===== config.mk =====
export PLATFORM = sky130hd
export DESIGN_NAME = fixed_block_pool_allocator_top
export DESIGN_NICKNAME = d
export VERILOG_FILES = /design/src/rtl/fbpa_pkg.sv /design/src/rtl/fixed_block_pool_allocator_top.sv
export SDC_FILE = /design/constraint.sdc
export NUM_CORES = 2
export LEC_CHECK = 0
export BUFFER_PORTS_ARGS = -buffer_cell sky130_fd_sc_hd__buf_2
export CAP_MARGIN = 25
export CORE_UTILIZATION = 57
export DETAILED_ROUTE_END_ITERATION = 7
export PLACE_DENSITY = 0.76
export SYNTH_ARGS = -nofsm -noshare
export SYNTH_HDL_FRONTEND = slang
export SYNTH_SLANG_ARGS = --single-unit

===== constraint.sdc =====
create_clock -name clk_i -period 14.45 [get_ports clk_i]
set_clock_uncertainty 0.2 [all_clocks]
set_input_delay 0.7225 -clock clk_i [delete_from_list [all_inputs] [get_ports clk_i]]
set_output_delay 0.7225 -clock clk_i [all_outputs]
set_load 0.005 [all_outputs]

===== src/rtl/fbpa_pkg.sv =====
package fbpa_pkg;

  // Widths of the stream payloads and the configuration port
  localparam int unsigned ADDR_W      = 32;
  localparam int unsigned OP_W        = 2;
  localparam int unsigned STAT_W      = 2;
  localparam int unsigned OUT_TDATA_W = 40;
  localparam int unsigned PADDR_W     = 4;
  localparam int unsigned APB_DATA_W  = 32;

  // Widths of the configuration registers
  localparam int unsigned ITEM_W  = 13;
  localparam int unsigned ALIGN_W = 3;
  localparam int unsigned COUNT_W = 9;

  // Stride and first-slot arithmetic widths
  localparam int unsigned STRIDE_W = 14;
  localparam int unsigned FIRST_W  = 33;

  // Operation codes
  localparam logic [OP_W-1:0] OP_ALLOC = 2'd0;
  localparam logic [OP_W-1:0] OP_FREE  = 2'd1;
  localparam logic [OP_W-1:0] OP_CHECK = 2'd2;

  // Result status codes
  localparam logic [STAT_W-1:0] STAT_DONE     = 2'd0;
  localparam logic [STAT_W-1:0] STAT_EMPTY    = 2'd1;
  localparam logic [STAT_W-1:0] STAT_OUTSIDE  = 2'd2;
  localparam logic [STAT_W-1:0] STAT_MISALIGN = 2'd3;

  // Register indexes (word address bits of paddr)
  localparam logic [1:0] REG_CHUNK_BASE = 2'd0;
  localparam logic [1:0] REG_ITEM_SIZE  = 2'd1;
  localparam logic [1:0] REG_ALIGN_LOG2 = 2'd2;
  localparam logic [1:0] REG_SLOT_COUNT = 2'd3;

endpackage


===== src/rtl/fixed_block_pool_allocator_top.sv =====
// Allocate: the head's successor is read from the link memory at the input transfer.
// Free and check: the restoring divider takes one address bit per cycle; a request that fails
// before the divide or an undefined operation goes straight to the result.
// Only one item is in flight; the next input transfer is taken once the result is registered.
// Reset is asynchronous and active low; afterwards, and after every register write, a sweep
// over all SLOTS entries rebuilds the free list in the link memory while no input is accepted.
module fixed_block_pool_allocator_top
  import fbpa_pkg::*;
#(
  parameter int unsigned SLOTS     = 256,
  parameter int unsigned PTR_BYTES = 8
) (
  input  logic                   clk_i,
  input  logic                   rst_ni,
  // Configuration port
  input  logic                   psel,
  input  logic                   penable,
  input  logic                   pwrite,
  input  logic [PADDR_W-1:0]     paddr,
  input  logic [APB_DATA_W-1:0]  pwdata,
  output logic [APB_DATA_W-1:0]  prdata,
  output logic                   pready,
  // Request stream
  input  logic                   s_axis_tvalid,
  output logic                   s_axis_tready,
  input  logic [ADDR_W-1:0]      s_axis_tdata,  // [31:0] address
  input  logic [OP_W-1:0]        s_axis_tuser,  // [1:0] operation
  // Result stream
  output logic                   m_axis_tvalid,
  input  logic                   m_axis_tready,
  output logic [OUT_TDATA_W-1:0] m_axis_tdata   // [31:0] slot_address, [32] ok, [34:33] status
);

  // Index width of the link memory and width of a link, which can also hold SLOTS itself
  // (the end of the list).
  localparam int unsigned IW = $clog2(SLOTS);
  localparam int unsigned LW = $clog2(SLOTS + 1);
  localparam int unsigned EW = (LW > COUNT_W) ? LW : COUNT_W;
  localparam int unsigned PW = LW + STRIDE_W;

  localparam logic [2:0] ST_INIT = 3'd0;
  localparam logic [2:0] ST_IDLE = 3'd1;
  localparam logic [2:0] ST_ARD  = 3'd2;
  localparam logic [2:0] ST_DIV  = 3'd3;
  localparam logic [2:0] ST_LOC  = 3'd4;
  localparam logic [2:0] ST_FIN  = 3'd5;

  // Configuration registers
  logic [ADDR_W-1:0]  chunk_base_q;
  logic [ITEM_W-1:0]  item_size_q;
  logic [ALIGN_W-1:0] align_log2_q;
  logic [COUNT_W-1:0] slot_count_q;

  // Derived geometry, registered so that it does not sit in front of the multiplier
  logic [STRIDE_W-1:0] stride_d, stride_q;
  logic [FIRST_W-1:0]  first_d, first_q;
  logic [LW-1:0]       eff_d, eff_q;

  // Control
  logic [2:0]    state_q, state_d;
  logic [IW-1:0] sweep_q;
  logic [LW-1:0] head_q, head_d;
  logic [LW-1:0] free_cnt_q, free_cnt_d;
  logic          m_valid_q;

  // Working registers of the current item
  logic [OP_W-1:0]     op_q;
  logic [PW-1:0]       prod_q;
  logic [ADDR_W-1:0]   dvd_q;
  logic [STRIDE_W-1:0] rem_q;
  logic [ADDR_W-1:0]   quo_q;
  logic [4:0]          bit_cnt_q;
  logic [ADDR_W-1:0]   res_addr_q;
  logic                res_ok_q;
  logic [STAT_W-1:0]   res_status_q;
  logic [OUT_TDATA_W-1:0] m_data_q;

  // Link memory
  logic [LW-1:0] link_mem [SLOTS];
  logic [LW-1:0] mem_rdata_q;
  logic          mem_we;
  logic [IW-1:0] mem_waddr;
  logic [LW-1:0] mem_wdata;
  logic          mem_re;

  logic cfg_wr;
  logic in_xfer;
  logic out_free;
  logic pool_empty;
  logic addr_below;
  logic [STRIDE_W:0] div_trial;
  logic              div_ge;
  logic [7:0]        align_bytes;
  logic [STRIDE_W-1:0] rounded;
  logic [EW-1:0]     count_ext;

  assign pready        = 1'b1;
  assign cfg_wr        = psel & penable & pwrite & pready;
  assign s_axis_tready = (state_q == ST_IDLE);
  assign in_xfer       = s_axis_tvalid & s_axis_tready;
  assign out_free      = ~m_valid_q | m_axis_tready;
  assign m_axis_tvalid = m_valid_q;
  assign m_axis_tdata  = m_data_q;

  // The list counts as empty when nothing is on it or the head has run off the end.
  assign pool_empty = (free_cnt_q == '0) || (head_q >= LW'(SLOTS));
  assign addr_below = {1'b0, s_axis_tdata} < first_q;

  // One step of restoring division: bring down the next offset bit and try the stride.
  assign div_trial = {rem_q, dvd_q[ADDR_W-1]};
  assign div_ge    = div_trial >= {1'b0, stride_q};

  // Slot geometry from the configuration registers.
  always_comb begin
    align_bytes = 8'd1 << align_log2_q;
    rounded     = (STRIDE_W'(item_size_q) + STRIDE_W'(align_bytes) - STRIDE_W'(1))
                  & ~(STRIDE_W'(align_bytes) - STRIDE_W'(1));
    stride_d    = (rounded < STRIDE_W'(PTR_BYTES)) ? STRIDE_W'(PTR_BYTES) : rounded;
    first_d     = (FIRST_W'(chunk_base_q) + FIRST_W'(PTR_BYTES) + FIRST_W'(align_bytes)
                  - FIRST_W'(1)) & ~(FIRST_W'(align_bytes) - FIRST_W'(1));
    count_ext   = EW'(slot_count_q);
    eff_d       = (count_ext > EW'(SLOTS)) ? LW'(SLOTS) : LW'(count_ext);
  end

  // Register read-back
  always_comb begin
    case (paddr[3:2])
      REG_CHUNK_BASE: prdata = chunk_base_q;
      REG_ITEM_SIZE:  prdata = APB_DATA_W'(item_size_q);
      REG_ALIGN_LOG2: prdata = APB_DATA_W'(align_log2_q);
      REG_SLOT_COUNT: prdata = APB_DATA_W'(slot_count_q);
      default:        prdata = '0;
    endcase
  end

  // Memory port selection: the rebuild sweep and an accepted free write, an allocate reads
  // the successor of the head.
  always_comb begin
    mem_we    = 1'b0;
    mem_waddr = sweep_q;
    mem_wdata = LW'(sweep_q) + LW'(1);
    mem_re    = 1'b0;
    if (state_q == ST_INIT) begin
      mem_we = 1'b1;
    end else if (state_q == ST_LOC && op_q == OP_FREE &&
                 quo_q < ADDR_W'(eff_q) && rem_q == '0) begin
      mem_we    = 1'b1;
      mem_waddr = quo_q[IW-1:0];
      mem_wdata = head_q;
    end
    if (in_xfer && s_axis_tuser == OP_ALLOC && !pool_empty) begin
      mem_re = 1'b1;
    end
  end

  always_ff @(posedge clk_i) begin
    if (mem_we) begin
      link_mem[mem_waddr] <= mem_wdata;
    end
    if (mem_re) begin
      mem_rdata_q <= link_mem[head_q[IW-1:0]];
    end
  end

  // Next state of the sequencer, the free-list head and the free count.
  always_comb begin
    state_d    = state_q;
    head_d     = head_q;
    free_cnt_d = free_cnt_q;
    case (state_q)
      ST_INIT: begin
        if (sweep_q == IW'(SLOTS - 1)) begin
          state_d    = ST_IDLE;
          head_d     = '0;
          free_cnt_d = eff_q;
        end
      end
      ST_IDLE: begin
        if (in_xfer) begin
          case (s_axis_tuser)
            OP_ALLOC: state_d = pool_empty ? ST_FIN : ST_ARD;
            OP_FREE,
            OP_CHECK: state_d = addr_below ? ST_FIN : ST_DIV;
            default:  state_d = ST_FIN;
          endcase
        end
      end
      ST_ARD: begin
        head_d     = mem_rdata_q;
        free_cnt_d = free_cnt_q - LW'(1);
        state_d    = ST_FIN;
      end
      ST_DIV: begin
        if (bit_cnt_q == 5'd31) begin
          state_d = ST_LOC;
        end
      end
      ST_LOC: begin
        if (mem_we) begin
          head_d = LW'(quo_q);
          if (free_cnt_q < eff_q) begin
            free_cnt_d = free_cnt_q + LW'(1);
          end
        end
        state_d = ST_FIN;
      end
      ST_FIN: begin
        if (out_free) begin
          state_d = ST_IDLE;
        end
      end
      default: state_d = ST_INIT;
    endcase
    // A register write rebuilds the pool.
    if (cfg_wr) begin
      state_d = ST_INIT;
    end
  end

  always_ff @(posedge clk_i or negedge rst_ni) begin
    if (!rst_ni) begin
      chunk_base_q <= '0;
      item_size_q  <= ITEM_W'(8);
      align_log2_q <= ALIGN_W'(3);
      slot_count_q <= COUNT_W'(256);
      state_q      <= ST_INIT;
      sweep_q      <= '0;
      head_q       <= '0;
      free_cnt_q   <= '0;
      m_valid_q    <= 1'b0;
    end else begin
      if (cfg_wr) begin
        case (paddr[3:2])
          REG_CHUNK_BASE: chunk_base_q <= pwdata;
          REG_ITEM_SIZE:  item_size_q  <= pwdata[ITEM_W-1:0];
          REG_ALIGN_LOG2: align_log2_q <= pwdata[ALIGN_W-1:0];
          REG_SLOT_COUNT: slot_count_q <= pwdata[COUNT_W-1:0];
          default: ;
        endcase
      end
      state_q    <= state_d;
      head_q     <= head_d;
      free_cnt_q <= free_cnt_d;
      if (cfg_wr || state_q != ST_INIT) begin
        sweep_q <= '0;
      end else begin
        sweep_q <= sweep_q + IW'(1);
      end
      if (state_q == ST_FIN && out_free) begin
        m_valid_q <= 1'b1;
      end else if (m_axis_tready) begin
        m_valid_q <= 1'b0;
      end
    end
  end

  // Datapath of the current item: geometry, product, divider and result.
  always_ff @(posedge clk_i) begin
    stride_q <= stride_d;
    first_q  <= first_d;
    eff_q    <= eff_d;
    case (state_q)
      ST_IDLE: begin
        if (in_xfer) begin
          op_q         <= s_axis_tuser;
          prod_q       <= PW'(head_q) * PW'(stride_q);
          dvd_q        <= s_axis_tdata - first_q[ADDR_W-1:0];
          rem_q        <= '0;
          quo_q        <= '0;
          bit_cnt_q    <= '0;
          res_addr_q   <= '0;
          res_ok_q     <= 1'b0;
          res_status_q <= STAT_DONE;
          case (s_axis_tuser)
            OP_ALLOC: begin
              if (pool_empty) begin
                res_status_q <= STAT_EMPTY;
              end
            end
            OP_FREE,
            OP_CHECK: begin
              if (addr_below) begin
                res_status_q <= STAT_OUTSIDE;
              end
            end
            default: ;
          endcase
        end
      end
      ST_ARD: begin
        res_addr_q <= first_q[ADDR_W-1:0] + ADDR_W'(prod_q);
        res_ok_q   <= 1'b1;
      end
      ST_DIV: begin
        rem_q     <= div_ge ? STRIDE_W'(div_trial - {1'b0, stride_q})
                            : div_trial[STRIDE_W-1:0];
        dvd_q     <= {dvd_q[ADDR_W-2:0], 1'b0};
        quo_q     <= {quo_q[ADDR_W-2:0], div_ge};
        bit_cnt_q <= bit_cnt_q + 5'd1;
      end
      ST_LOC: begin
        if (quo_q >= ADDR_W'(eff_q)) begin
          res_status_q <= STAT_OUTSIDE;
        end else if (rem_q != '0) begin
          res_status_q <= STAT_MISALIGN;
        end else begin
          res_ok_q <= 1'b1;
        end
      end
      ST_FIN: begin
        if (out_free) begin
          m_data_q <= OUT_TDATA_W'({res_status_q, res_ok_q, res_addr_q});
        end
      end
      default: ;
    endcase
  end

endmodule


==> qor.csv <==
metric,value,unit
final hold vios,0,
Logic pwr share,0.381,
placer congestion estimate,0.897,
"Clk Latency, worst-skew pair",940,ps
Hold WC Path Type,input port to register,
routed vias/inst,6.46,
# resized after CTS,0,
CP max stage cell,buf_4,
Die Y,443,um
"Distinct cells, synth",81,
GR Overflow Total,0,
share of cells above drive strength 1,0.241,
synth warn,0,
Max-Cap Viols,0,
internal power,18.1,mW
"most common cell after layout, fill and taps aside",edfxtp_1,
critical-path cell list,"buf_4, buf_4, buf_4, mux4_2, mux4_2, mux4_2, a22oi_1, nand2_1",
All-Layer GR Usage,0.269,
RSZ-0062 raised after global routing,false,
post-layout util,0.644,
hold path cells,4,
CTS tree,built,
crit path kind,register to register,
crit path DAT,7040,ps
Slew Limit Fails,0,
Antenna Nets Post-Route,0,
initial antenna violation count,9,
flop2flop setup slack,7820,ps
failing checks,DRC,
Fillers,12300,
DRC errors left,7,
switching pwr,9.21,mW
clock root cell,clkbuf_16,
CP Launch Type,register,
most frequent cells in the layout,"2491 x edfxtp_1, 759 x mux4_2, 426 x nor2_1",
leakage,41.1,nW
reg-to-reg critical path startpoint,head_q[1],
Layout Nets,6468,
Worst-Margin Slew,1160,ps
sw frac,0.337,
vias in the first global route,57900,
Worst path top cell family by delay,buffers and inverters,
Area Growth Syn to Fin,12.0,%
clock slew at reported path FFs,60,ps
CTS sink count,2634,
worst stage delay on the critical path,940,ps
Avg Synthesized Cell Area,18.9,um^2
first-pass iteration count of the detailed router,8,
reg2reg path depth,8,
WHS,118,ps
HPWL after DPL,153,mm
I/O Buffers,143,
ys flop type,edfxtp_1,
final period utilization,0.459,
HP Start,s_axis_tdata[0],
status,"finished, violations left",
worst reg2reg endpoint,mem_rdata_q[4],
first-pass GRT wire length,387,mm
sequential share of power,0.356,
Routed wire per std cell,29.7,um
Num CTS Buffers,285,
ys async rst share,0.0330,
post-route cell area,0.124,mm^2
#FFs+latches synth,2634,
Post-synth EDFFs,2491,
CP endpoint kind,register,
CP required,14860,ps
Initial Util,0.575,
full die area,0.196,mm^2
max-slew headroom at the worst pin,0.225,
placed inst area,0.114,mm^2
Worst Path Buf+Inv,3,
final setup TNS,0,ps
maximum root-to-sink buffer count,4,
CTS H-tree lvls,5,
CP Max Fanout,67,
Worst VDD drop,460,uV
Mapped Cells,5851,
largest net degree at the start of global routing,201,
register area share after synthesis,0.705,
crit path time final,6630,ps
pwr dens,220,mW/mm^2
hold endpoint,dvd_q[0],
Site Rows,161,
initial drt markers,6801,
mapped cell area,0.111,mm^2
power share of the clock group,0.263,
core area,0.193,mm^2
worst setup path start,head_q[1],
total number of vias,57200,
Die X,443,um
final setup fails,0,
Fmax,0.151,GHz
WL final,263,mm
IO Pins,152,
synthesized netlist by cell type, drive strengths merged (22+ instances only):
master,count,area share
a21oi,136,0.0061
nor4,25,0.0015
nor3,52,0.0023
ha,175,0.020
nand3,34,0.0015
o21ai,100,0.0045
dfxtp,56,0.010
and3,53,0.0030
buf,112,0.0058
or2,24,0.0015
mux4,759,0.15
nor2b,31,0.0017
mux2,45,0.0046
and2,104,0.0059
nand2,214,0.0076
dfrtp,83,0.019
nand2b,22,0.0012
nor2,427,0.014
xnor2,80,0.0063
clkbuf,193,0.0065
inv,232,0.0079
edfxtp,2491,0.67
a22oi,29,0.0020
fa,91,0.016
xor2,51,0.0040
a21o,38,0.0026
sequential cells by signal (all words and copies together) (netlist names), 13 cells and up:
register / count
chunk_base_q: 32
dvd_q: 32
res_addr_q: 32
item_size_q: 13
prod_q: 23
rem_q: 14
m_axis_tdata: 35
stride_q: 14
link_mem: 2304
quo_q: 32
first_q: 33
final cells by class:
class / instances / area [um^2] / share of cell area
flip-flops and latches: 2634 / 78100 / 0.629
multi-input cells: 2683 / 30700 / 0.247
clock buffers: 341 / 7640 / 0.0615
well taps: 2526 / 3160 / 0.0255
repair buffers: 288 / 2270 / 0.0182
clock inverters: 143 / 1450 / 0.0117
inverters: 233 / 875 / 0.00704
diodes: 5 / 12.5 / 0.000101
repair_timing:
item | 4_1_cts | 5_1_grt
buffers inserted | 0 | 0
hold endpoints to repair | 97 | 0
hold buffers | 36 | 0
cell families (layout without fill, tap and decap cells):
| kind of cell | after synthesis | after routing | share of synthesized area |
|---|---|---|---|
| AO/OA/AOI/OAI | 409 | 409 | 0.0231 |
| XOR/XNOR | 131 | 131 | 0.0104 |
| adder cells (fa/ha/maj) | 266 | 266 | 0.0362 |
| buffers and inverters | 538 | 1005 | 0.0202 |
| flip-flops | 2634 | 2634 | 0.705 |
| multiplexers | 825 | 825 | 0.161 |
| other | 2 | 11 | 0.0000677 |
| AND/OR/NAND/NOR | 1046 | 1046 | 0.0448 |
how the worst max path moves through the flow:
stage / endpoint / cells after the start
after global placement: mem_rdata_q[4] / 8
after floorplan: link_mem[0][8] / 10
after detailed placement: mem_rdata_q[4] / 8
final: mem_rdata_q[4] / 8
after global routing: mem_rdata_q[4] / 8
after CTS: mem_rdata_q[4] / 8
power groups by stage:
stage               logic (mW)  registers [mW]  clock network, mW
global placement          9.96            9.95                  0
CTS                       10.3            9.80               7.24
detailed placement        10.2            9.96                  0
global route              11.5            9.76               7.50
finish                    10.4            9.73               7.19
floorplan                 7.85            9.68                  0
through the flow:
step	std cells	worst slack, ps	power [mW]
after floorplan	5855	493	17.5
after CTS	8824	7700	27.3
final	8853	7820	27.3
after detailed placement	8304	7800	20.1
after global routing	8850	7490	28.7
after global placement	8291	7850	19.9
tightest hold or removal path: cells and delay by family:
family / cells / cell delay [ps]
buffers and inverters: 2 / 140
AND/OR/NAND/NOR: 1 / 40
adder cells (fa/ha/maj): 1 / 130
routing by layer:
metal / GRT usage / wire length, um
met4: 0.111 / 11700
met3: 0.0494 / 24600
met5: 0 / 52
met2: 0.431 / 128000
met1: 0.367 / 98000
No activity file was read; power rests on OpenSTA's default activity.
